$ cat src/rtl/qpht_pkg.sv
// shared types and constants for the quadratic probe hash table
// no dependencies; used by the controller, datapath and top level
package qpht_pkg;

  localparam int unsigned KeyW = 31;

  // key is reduced modulo the table size a nibble at a time
  localparam int unsigned HashBits   = 4;
  localparam int unsigned HashCycles = 8;
  localparam int unsigned HashCntW   = 3;

  // operation codes
  localparam logic [1:0] OP_INSERT = 2'd0;
  localparam logic [1:0] OP_DELETE = 2'd1;
  localparam logic [1:0] OP_SEARCH = 2'd2;

  // result status codes
  localparam logic [1:0] ST_OK   = 2'd0;
  localparam logic [1:0] ST_MISS = 2'd1;
  localparam logic [1:0] ST_FULL = 2'd2;

  // slot state codes
  localparam logic [1:0] SLOT_EMPTY   = 2'd0;
  localparam logic [1:0] SLOT_USED    = 2'd1;
  localparam logic [1:0] SLOT_DELETED = 2'd2;

  typedef struct packed {
    logic [1:0]      op;
    logic [KeyW-1:0] key;
  } in_t;

  typedef struct packed {
    logic [1:0] status;
    logic [3:0] slot_index;
  } out_t;

  typedef enum logic [2:0] {
    S_CLEAR,
    S_IDLE,
    S_HASH,
    S_PROBE,
    S_DONE
  } state_e;

  // controller to datapath
  typedef struct packed {
    logic clear;
    logic load;
    logic hash_step;
    logic issue;
    logic finish;
    logic out_load;
  } cmd_t;

  // datapath to controller
  typedef struct packed {
    logic clear_last;
    logic hash_last;
    logic done;
  } sts_t;

endpackage

$ cat src/rtl/quadratic_probe_hash_table_core.sv
// top level of the quadratic probe hash table
// depends on qpht_pkg, qpht_ctrl and qpht_datapath
//
// usage:
//   input channel in_valid_i / in_stall_o / in_data_i carries one operation
//   per beat (insert, delete or search of a 31-bit key); output channel
//   out_valid_o / out_stall_i / out_data_o returns one beat per operation
//   with a status and a slot index, in order
//   the key is reduced modulo TABLE_SIZE four bits a cycle, then
//   slots are probed at home + i*i, one registered memory read per cycle,
//   so a probe is judged in the cycle after it is issued
//   an accepted operation passes through the hash steps, a walk of at
//   most TABLE_SIZE probes, the result register and the output register;
//   one operation is in flight at a time and the next beat is taken in the
//   cycle after the result is loaded
//   unused op codes and full-table inserts finish without probing
//   after reset a clearing pass marks every slot empty, with in_stall_o
//   high; while the receiver stalls the next operation is still taken and
//   worked on, waiting at the end for the output register
module quadratic_probe_hash_table_core #(
  parameter int unsigned TABLE_SIZE = 16
) (
  input  logic           clk_i,
  input  logic           rst_ni,
  input  logic           in_valid_i,
  output logic           in_stall_o,
  input  qpht_pkg::in_t  in_data_i,
  output logic           out_valid_o,
  input  logic           out_stall_i,
  output qpht_pkg::out_t out_data_o
);

  qpht_pkg::cmd_t cmd;
  qpht_pkg::sts_t sts;

  // sequencing and handshakes
  qpht_ctrl u_ctrl (
    .clk_i       (clk_i),
    .rst_ni      (rst_ni),
    .in_valid_i  (in_valid_i),
    .in_stall_o  (in_stall_o),
    .out_valid_o (out_valid_o),
    .out_stall_i (out_stall_i),
    .sts_i       (sts),
    .cmd_o       (cmd)
  );

  // slot memory, hashing, probe walk and result register
  qpht_datapath #(
    .TABLE_SIZE (TABLE_SIZE)
  ) u_datapath (
    .clk_i      (clk_i),
    .rst_ni     (rst_ni),
    .cmd_i      (cmd),
    .sts_o      (sts),
    .in_data_i  (in_data_i),
    .out_data_o (out_data_o)
  );

endmodule

$ cat src/rtl/qpht_ctrl.sv
// sequencing state machine of the quadratic probe hash table
// depends on qpht_pkg; drives the datapath through qpht_pkg::cmd_t
module qpht_ctrl (
  input  logic          clk_i,
  input  logic          rst_ni,
  input  logic          in_valid_i,
  output logic          in_stall_o,
  output logic          out_valid_o,
  input  logic          out_stall_i,
  input  qpht_pkg::sts_t sts_i,
  output qpht_pkg::cmd_t cmd_o
);

  qpht_pkg::state_e state_q, state_d;
  logic             out_valid_q, out_valid_d;
  logic             out_free;

  assign out_free = !out_valid_q || !out_stall_i;

  always_comb begin
    state_d = state_q;
    unique case (state_q)
      qpht_pkg::S_CLEAR: begin
        if (sts_i.clear_last) state_d = qpht_pkg::S_IDLE;
      end
      qpht_pkg::S_IDLE: begin
        if (in_valid_i) state_d = qpht_pkg::S_HASH;
      end
      qpht_pkg::S_HASH: begin
        if (sts_i.hash_last) state_d = qpht_pkg::S_PROBE;
      end
      qpht_pkg::S_PROBE: begin
        if (sts_i.done) state_d = qpht_pkg::S_DONE;
      end
      qpht_pkg::S_DONE: begin
        if (out_free) state_d = qpht_pkg::S_IDLE;
      end
      default: state_d = qpht_pkg::S_IDLE;
    endcase
  end

  always_comb begin
    cmd_o      = '0;
    in_stall_o = 1'b1;
    unique case (state_q)
      qpht_pkg::S_CLEAR: cmd_o.clear = 1'b1;
      qpht_pkg::S_IDLE: begin
        in_stall_o = 1'b0;
        cmd_o.load = in_valid_i;
      end
      qpht_pkg::S_HASH:  cmd_o.hash_step = 1'b1;
      qpht_pkg::S_PROBE: begin
        cmd_o.issue  = 1'b1;
        cmd_o.finish = sts_i.done;
      end
      qpht_pkg::S_DONE:  cmd_o.out_load = out_free;
      default: cmd_o = '0;
    endcase
  end

  always_comb begin
    out_valid_d = out_valid_q;
    if (cmd_o.out_load) begin
      out_valid_d = 1'b1;
    end else if (!out_stall_i) begin
      out_valid_d = 1'b0;
    end
  end

  assign out_valid_o = out_valid_q;

  always_ff @(posedge clk_i or negedge rst_ni) begin
    if (!rst_ni) begin
      state_q     <= qpht_pkg::S_CLEAR;
      out_valid_q <= 1'b0;
    end else begin
      state_q     <= state_d;
      out_valid_q <= out_valid_d;
    end
  end

endmodule

$ cat src/rtl/qpht_datapath.sv
// slot memory, key reduction, probe address generation and result register
// depends on qpht_pkg; steered by qpht_ctrl through qpht_pkg::cmd_t
module qpht_datapath #(
  parameter int unsigned TABLE_SIZE = 16
) (
  input  logic           clk_i,
  input  logic           rst_ni,
  input  qpht_pkg::cmd_t cmd_i,
  output qpht_pkg::sts_t sts_o,
  input  qpht_pkg::in_t  in_data_i,
  output qpht_pkg::out_t out_data_o
);

  localparam int unsigned IdxW  = $clog2(TABLE_SIZE);
  localparam int unsigned CntW  = $clog2(TABLE_SIZE + 1);
  localparam int unsigned WordW = qpht_pkg::KeyW + 2;
  localparam int unsigned PadW  = qpht_pkg::HashBits * qpht_pkg::HashCycles;
  localparam logic [IdxW:0] NExt = (IdxW + 1)'(TABLE_SIZE);

  // slot memory: {slot state, key}
  logic [WordW-1:0] mem [TABLE_SIZE];

  logic [1:0]                  op_q;
  logic [qpht_pkg::KeyW-1:0]   key_q;
  logic [PadW-1:0]             key_sh_q;
  logic [qpht_pkg::HashCntW-1:0] hcnt_q;
  logic [IdxW-1:0]             rem_q, rem_d;
  logic [IdxW-1:0]             pos_q, pos_d;
  logic [IdxW-1:0]             step_q, step_d;
  logic [CntW-1:0]             iss_q;
  logic [WordW-1:0]            rdata_q;
  logic [IdxW-1:0]             rd_pos_q;
  logic                        rd_vld_q;
  logic                        rd_last_q;
  logic [IdxW-1:0]             clr_q;
  logic [CntW-1:0]             cnt_q;
  qpht_pkg::out_t              res_q, res_d;
  qpht_pkg::out_t              out_q;

  logic [1:0]                  rd_state;
  logic [qpht_pkg::KeyW-1:0]   rd_key;
  logic                        can_issue;
  logic                        quick;
  logic                        hit;
  logic                        stop;
  logic [IdxW+3:0]             idx_ext;
  logic                        we;
  logic [IdxW-1:0]             waddr;
  logic [WordW-1:0]            wdata;
  logic                        cnt_inc, cnt_dec;

  // remainder update for a hash step, folding in the top HashBits key bits one bit at a time
  always_comb begin
    logic [IdxW:0] t;
    logic [IdxW-1:0] r;
    logic [qpht_pkg::HashBits-1:0] nib;
    r   = rem_q;
    nib = key_sh_q[PadW-1 -: qpht_pkg::HashBits];
    t   = '0;
    for (int b = qpht_pkg::HashBits - 1; b >= 0; b--) begin
      t = {r, nib[b]};
      if (t >= NExt) t = t - NExt;
      r = t[IdxW-1:0];
    end
    rem_d = r;
  end

  // next probe: pos += 2i+1, step += 2, both modulo the table size
  always_comb begin
    logic [IdxW:0] ps, ss;
    ps = {1'b0, pos_q} + {1'b0, step_q};
    if (ps >= NExt) ps = ps - NExt;
    ss = {1'b0, step_q} + (IdxW + 1)'(2);
    if (ss >= NExt) ss = ss - NExt;
    pos_d  = ps[IdxW-1:0];
    step_d = ss[IdxW-1:0];
  end

  assign can_issue = iss_q < CntW'(TABLE_SIZE);
  assign rd_state  = rdata_q[WordW-1 -: 2];
  assign rd_key    = rdata_q[qpht_pkg::KeyW-1:0];

  // unused op code, or insert into a full table, needs no probing
  assign quick = (op_q != qpht_pkg::OP_INSERT && op_q != qpht_pkg::OP_DELETE &&
                  op_q != qpht_pkg::OP_SEARCH) ||
                 (op_q == qpht_pkg::OP_INSERT && cnt_q >= CntW'(TABLE_SIZE));

  always_comb begin
    hit  = 1'b0;
    stop = 1'b0;
    if (op_q == qpht_pkg::OP_INSERT) begin
      hit = rd_state != qpht_pkg::SLOT_USED;
    end else begin
      hit  = rd_state == qpht_pkg::SLOT_USED && rd_key == key_q;
      stop = rd_state == qpht_pkg::SLOT_EMPTY;
    end
  end

  assign idx_ext = {4'b0, rd_pos_q};

  always_comb begin
    res_d = '0;
    if (quick) begin
      res_d.status = (op_q == qpht_pkg::OP_INSERT) ? qpht_pkg::ST_FULL : qpht_pkg::ST_MISS;
    end else if (hit) begin
      res_d.status     = qpht_pkg::ST_OK;
      res_d.slot_index = idx_ext[3:0];
    end else begin
      res_d.status = (op_q == qpht_pkg::OP_INSERT) ? qpht_pkg::ST_FULL : qpht_pkg::ST_MISS;
    end
  end

  assign sts_o.done       = quick || (rd_vld_q && (hit || stop || rd_last_q));
  assign sts_o.hash_last  = hcnt_q == qpht_pkg::HashCntW'(qpht_pkg::HashCycles - 1);
  assign sts_o.clear_last = clr_q == IdxW'(TABLE_SIZE - 1);

  // memory write: clearing pass, insert or delete
  always_comb begin
    we      = 1'b0;
    waddr   = rd_pos_q;
    wdata   = {qpht_pkg::SLOT_USED, key_q};
    cnt_inc = 1'b0;
    cnt_dec = 1'b0;
    if (cmd_i.clear) begin
      we    = 1'b1;
      waddr = clr_q;
      wdata = {qpht_pkg::SLOT_EMPTY, {qpht_pkg::KeyW{1'b0}}};
    end else if (cmd_i.finish && !quick && rd_vld_q && hit) begin
      if (op_q == qpht_pkg::OP_INSERT) begin
        we      = 1'b1;
        cnt_inc = 1'b1;
      end else if (op_q == qpht_pkg::OP_DELETE) begin
        we      = 1'b1;
        wdata   = {qpht_pkg::SLOT_DELETED, rd_key};
        cnt_dec = cnt_q != '0;
      end
    end
  end

  always_ff @(posedge clk_i) begin
    if (we) mem[waddr] <= wdata;
    if (cmd_i.issue && can_issue) begin
      rdata_q   <= mem[pos_q];
      rd_pos_q  <= pos_q;
      rd_last_q <= iss_q == CntW'(TABLE_SIZE - 1);
    end
    if (cmd_i.load) begin
      op_q     <= in_data_i.op;
      key_q    <= in_data_i.key;
      key_sh_q <= PadW'(in_data_i.key);
      rem_q    <= '0;
    end else if (cmd_i.hash_step) begin
      key_sh_q <= key_sh_q << qpht_pkg::HashBits;
      rem_q    <= rem_d;
    end
    if (cmd_i.finish) res_q <= res_d;
    if (cmd_i.out_load) out_q <= res_q;
  end

  always_ff @(posedge clk_i or negedge rst_ni) begin
    if (!rst_ni) begin
      clr_q    <= '0;
      cnt_q    <= '0;
      hcnt_q   <= '0;
      pos_q    <= '0;
      step_q   <= '0;
      iss_q    <= '0;
      rd_vld_q <= 1'b0;
    end else begin
      if (cmd_i.clear) clr_q <= clr_q + IdxW'(1);
      if (cnt_inc) begin
        cnt_q <= cnt_q + CntW'(1);
      end else if (cnt_dec) begin
        cnt_q <= cnt_q - CntW'(1);
      end
      if (cmd_i.load) begin
        hcnt_q   <= '0;
        iss_q    <= '0;
        rd_vld_q <= 1'b0;
        step_q   <= IdxW'(1);
      end else if (cmd_i.hash_step) begin
        hcnt_q <= hcnt_q + qpht_pkg::HashCntW'(1);
        pos_q  <= rem_d;
      end else if (cmd_i.issue) begin
        rd_vld_q <= can_issue;
        if (can_issue) begin
          pos_q  <= pos_d;
          step_q <= step_d;
          iss_q  <= iss_q + CntW'(1);
        end
      end
    end
  end

  assign out_data_o = out_q;

endmodule

$ cat config.mk
export PLATFORM = sky130hd
export DESIGN_NAME = quadratic_probe_hash_table_core
export DESIGN_NICKNAME = d
export VERILOG_FILES = /design/src/rtl/qpht_pkg.sv /design/src/rtl/quadratic_probe_hash_table_core.sv /design/src/rtl/qpht_ctrl.sv /design/src/rtl/qpht_datapath.sv
export SDC_FILE = /design/constraint.sdc
export NUM_CORES = 1
export LEC_CHECK = 0
export ABC_AREA = 1
export BUFFER_PORTS_ARGS = -buffer_cell sky130_fd_sc_hd__buf_2
export CORE_MARGIN = 5
export CORE_UTILIZATION = 56
export DETAILED_ROUTE_END_ITERATION = 10
export GPL_ROUTABILITY_DRIVEN = 1
export PLACE_DENSITY = 0.75
export SYNTH_ARGS = -nofsm -noshare
export SYNTH_HDL_FRONTEND = slang
export SYNTH_SLANG_ARGS = --single-unit
export TNS_END_PERCENT = 1
$ cat constraint.sdc
create_clock -name clk_i -period 3.6 [get_ports clk_i]
set_input_delay 0.18 -clock clk_i [delete_from_list [all_inputs] [get_ports clk_i]]
set_output_delay 0.18 -clock clk_i [all_outputs]
set_load 0.05 [all_outputs]
==> impl_metrics.env <==
export IMPL_tightestPinTransition_ns=1.15
export IMPL_fp_coreArea_um2=47500
export IMPL_cellLeakagePower_uw=0.0107
export IMPL_finClkSkew_ns=0.0278
export IMPL_cts_sink_count=673
export IMPL_slew_headroom_pct=23.3
export IMPL_gr_total_overflow=0
export IMPL_vias=17400
export IMPL_route_met2_wl_um=31500
export IMPL_totalWireLength_um=66300
export IMPL_finalSetupTns_ns=0
export IMPL_whs_ns=0.137
export IMPL_status="finished clean"
export IMPL_routedLengthMet1_um=25700
export IMPL_fillers=3280
export IMPL_regArea_um2=20100
export IMPL_wl_per_cell_um=23.5
export IMPL_area_growth_pct=14.3
export IMPL_path_max_fanout=6
export IMPL_yosys_warnings=0
export IMPL_setup_viol=0
export IMPL_multiInputGateArea_um2=6020
export IMPL_hold_violations=0
export IMPL_nets=2214
export IMPL_worst_ep_required_time_ns=4.07
export IMPL_timing_final_ws_setup_ns=0.301
export IMPL_synth_nets=2136
export IMPL_layout_drive_gt1_share_pct=10.3
export IMPL_max_cap_viol_count=0
export IMPL_path_clk_slew_ns=0.06
export IMPL_cp_arrival_ns=3.77
export IMPL_drc=0
export IMPL_via_per_inst=6.17
export IMPL_power_frac_clock_pct=25.4
export IMPL_htreeDepth=3
export IMPL_hpwl_um=34400
export IMPL_drt_initial_drc_count=2254
export IMPL_grt_antenna_before_repair=1
export IMPL_firstDrtPassIters=6
export IMPL_power_density_nw_per_um2=878
export IMPL_syn_area_um2=26800
export IMPL_crit_path_end_kind="flip-flop"
export IMPL_io_pins=45
export IMPL_synth_area_leader_cell="edfxtp_1"
export IMPL_swShare_pct=35.6
export IMPL_grt_pass1_wl_um=100000
export IMPL_worstSetupStartpointType="flip-flop"
export IMPL_clk_latency_ns=0.60
export IMPL_critical_path_class="reg -> reg"
export IMPL_fmax_mhz=303
export IMPL_ys_types=41
export IMPL_min_path_type="in -> reg"
export IMPL_dieArea_um2=52400
export IMPL_start_util_pct=56.5
export IMPL_net_switching_power_uw=9580
export IMPL_post_cts_buffers=0
export IMPL_grt_util_all_layers_pct=24.9
export IMPL_place_ws_ns=0.403
export IMPL_seqPwrFrac_pct=42.9
export IMPL_cts_max_path_buffers=3
export IMPL_cts_root_buf="clkbuf_16"
export IMPL_wl_met3_um=6830
export IMPL_top_layer="met4"
export IMPL_ys_seq_area_share_pct=74.7
export IMPL_portBuffers=44
export IMPL_p_int_uw=17400
export IMPL_ys_ff_latch=673
export IMPL_ant_nets=0
export IMPL_tritoncts="yes"
export IMPL_grt_pass1_vias=16900
export IMPL_combinationalPowerShare_pct=31.8
export IMPL_die_w_um=229
export IMPL_yosys_top_cells_area="edfxtp_1 72%, o21ai_0 5.2%, nor2_1 4.9%"
export IMPL_syn_area_per_cell_um2=12.9
export IMPL_grt_max_degree=184
export IMPL_cts_made_buffers=66
export IMPL_finish_utilization_pct=64.5
export IMPL_place_congestion=0.841
export IMPL_yosys_area_top_type_share_pct=71.8
export IMPL_period_minus_slack_ns=3.30
export IMPL_peakVddDrop_mv=0.555
export IMPL_rsz0062_at_grt="no"
export IMPL_num_rows=80
export IMPL_synthCells=2085
export IMPL_slew_violations=0
export IMPL_die_y_um=229
export IMPL_period_share_pct=91.6
==> cell families (layout without fill, tap and decap cells) <==
family | Yosys count | after routing | share of synthesized area, %
AOI/OAI and AO/OA | 472 | 472 | 10.9
xor gates and xnor gates | 13 | 13 | 0.424
adders and majority gates | 14 | 14 | 0.708
buffers and inverters | 235 | 362 | 3.34
DFF | 673 | 673 | 74.7
other | 0 | 1 | 0
and+or+nand+nor | 678 | 678 | 9.97
==> timing repair <==
action	4_1_cts	5_1_grt
endpoints found under the hold margin	95	0
endpoints found under the setup margin	0	0
hold buffers	35	0
resized for setup	0	0
==> power by group through the flow <==
| stage | logic (uW) | clock network [uW] | registers (uW) |
|---|---|---|---|
| CTS | 8470 | 6900 | 11500 |
| floorplan | 5300 | 0 | 11600 |
| finish | 8570 | 6830 | 11500 |
| global route | 9310 | 7230 | 11600 |
| detailed placement | 8390 | 0 | 11700 |
| global placement | 8070 | 0 | 11600 |
==> sequential cells by signal (all words and copies together) (netlist names), 5 cells and up <==
name and count:
u_datapath.mem 528, u_datapath.out_data_o 6, u_datapath.iss_q 5, u_datapath.res_q 6
u_datapath.cnt_q 5, u_datapath.key_sh_q 32, u_datapath.rdata_q 33, u_datapath.key_q 31
==> layout make-up <==
class                           count  share of cell area (%)
Clock inverter                     22                   0.673
Clock buffer                       95                    6.31
Timing Repair Buffer              128                    4.00
Sequential cell                   673                    65.4
Antenna cell                        1                 0.00816
Inverter                          117                    1.45
Multi-Input combinational cell   1177                    19.6
Tap cell                          615                    2.51
==> worst paths after layout <==
kind,startpoint,endpoint,slack [ns],depth (start not counted)
max,u_datapath.key_q[21],u_datapath.cnt_q[4],0.30,21
min,in_valid_i,u_ctrl.state_q[1],0.14,5
max reg2reg,u_datapath.key_q[21],u_datapath.cnt_q[4],0.30,21
min reg2reg,u_datapath.res_q[5],u_datapath.out_data_o[5],0.42,0
max in group asynchronous,rst_ni,u_datapath.pos_q[1],2.90,2
min in group asynchronous,rst_ni,u_datapath.cnt_q[3],0.18,2
==> metrics by stage <==
stage               power [uW]  instances  area, um^2
CTS                      26900       2827       30700
detailed placement       20100       2675       28200
finish                   26900       2828       30700
floorplan                16900       2085       26800
global placement         19700       2675       28200
global route             28200       2827       30700
==> cell usage in the layout (no fill, tap or decap), types with 3 or more instances in the layout <==
cell / count
edfxtp_1: 642
clkbuf_1: 17
xnor2_1: 10
dfrtp_4: 3
dfrtp_1: 26
nand3_1: 46
nor2_4: 17
buf_12: 23
o221ai_1: 100
nand2_1: 263
clkinv_1: 10
buf_4: 26
nor3_1: 5
inv_1: 105
buf_2: 44
bufinv_16: 4
a21oi_1: 12
inv_2: 8
ha_1: 12
xor2_1: 3
o211ai_1: 34
clkbuf_8: 7
o21ai_0: 280
nor2_1: 334
clkbuf_16: 71
dlygate4sd3_1: 35
clkinv_2: 9
o22ai_1: 33
==> layer usage <==
layer  vias up  track usage (%)
li1       7724                -
met1      8545             34.8
met2      1030             40.1
met3       138             4.25
met4         0             9.06
met5         -                0
==> cells in the mapped netlist <==
master	instances
dfrtp_1	30
o21bai_1	2
and3_1	1
a21oi_1	12
nor2_2	2
nor3_2	1
a32o_1	1
xor2_1	3
o31ai_1	1
nand2_2	2
nand3_1	46
o21ai_4	1
buf_1	6
nand3_2	2
a31oi_1	2
ha_1	12
nor2_1	349
o22ai_1	33
or2_2	1
clkinv_1	2
o21ai_1	2
a22o_1	1
nand2_1	263
clkbuf_1	100
o21ai_0	280
o221ai_1	100
o211ai_1	34
fa_1	2
nand4_1	2
a21oi_4	2
buf_2	12
dfxtp_1	1
nor2_4	1
xnor2_1	10
nor4_1	2
nor3_1	5
inv_1	107
nand4_4	1
inv_2	8
edfxtp_1	642
a21boi_1	1
==> critical path: stages, from the launching register on <==
cell and delay (ns):
edfxtp_1 0.41, inv_1 0.12, nor2_1 0.05, nor2_1 0.27, nand2_1 0.11, nor2_2 0.08
nand2_1 0.05, nor2_1 0.09, nand2_1 0.18, a21oi_4 0.22, nand4_4 0.16, nor2_1 0.21
inv_1 0.14, ha_1 0.31, inv_1 0.10, o21bai_1 0.09, a31oi_1 0.24, inv_1 0.09
o21ai_0 0.08, nand3_1 0.08, nand2_1 0.06, nand2_1 0.04
No activity file was read; power rests on OpenSTA's default activity.
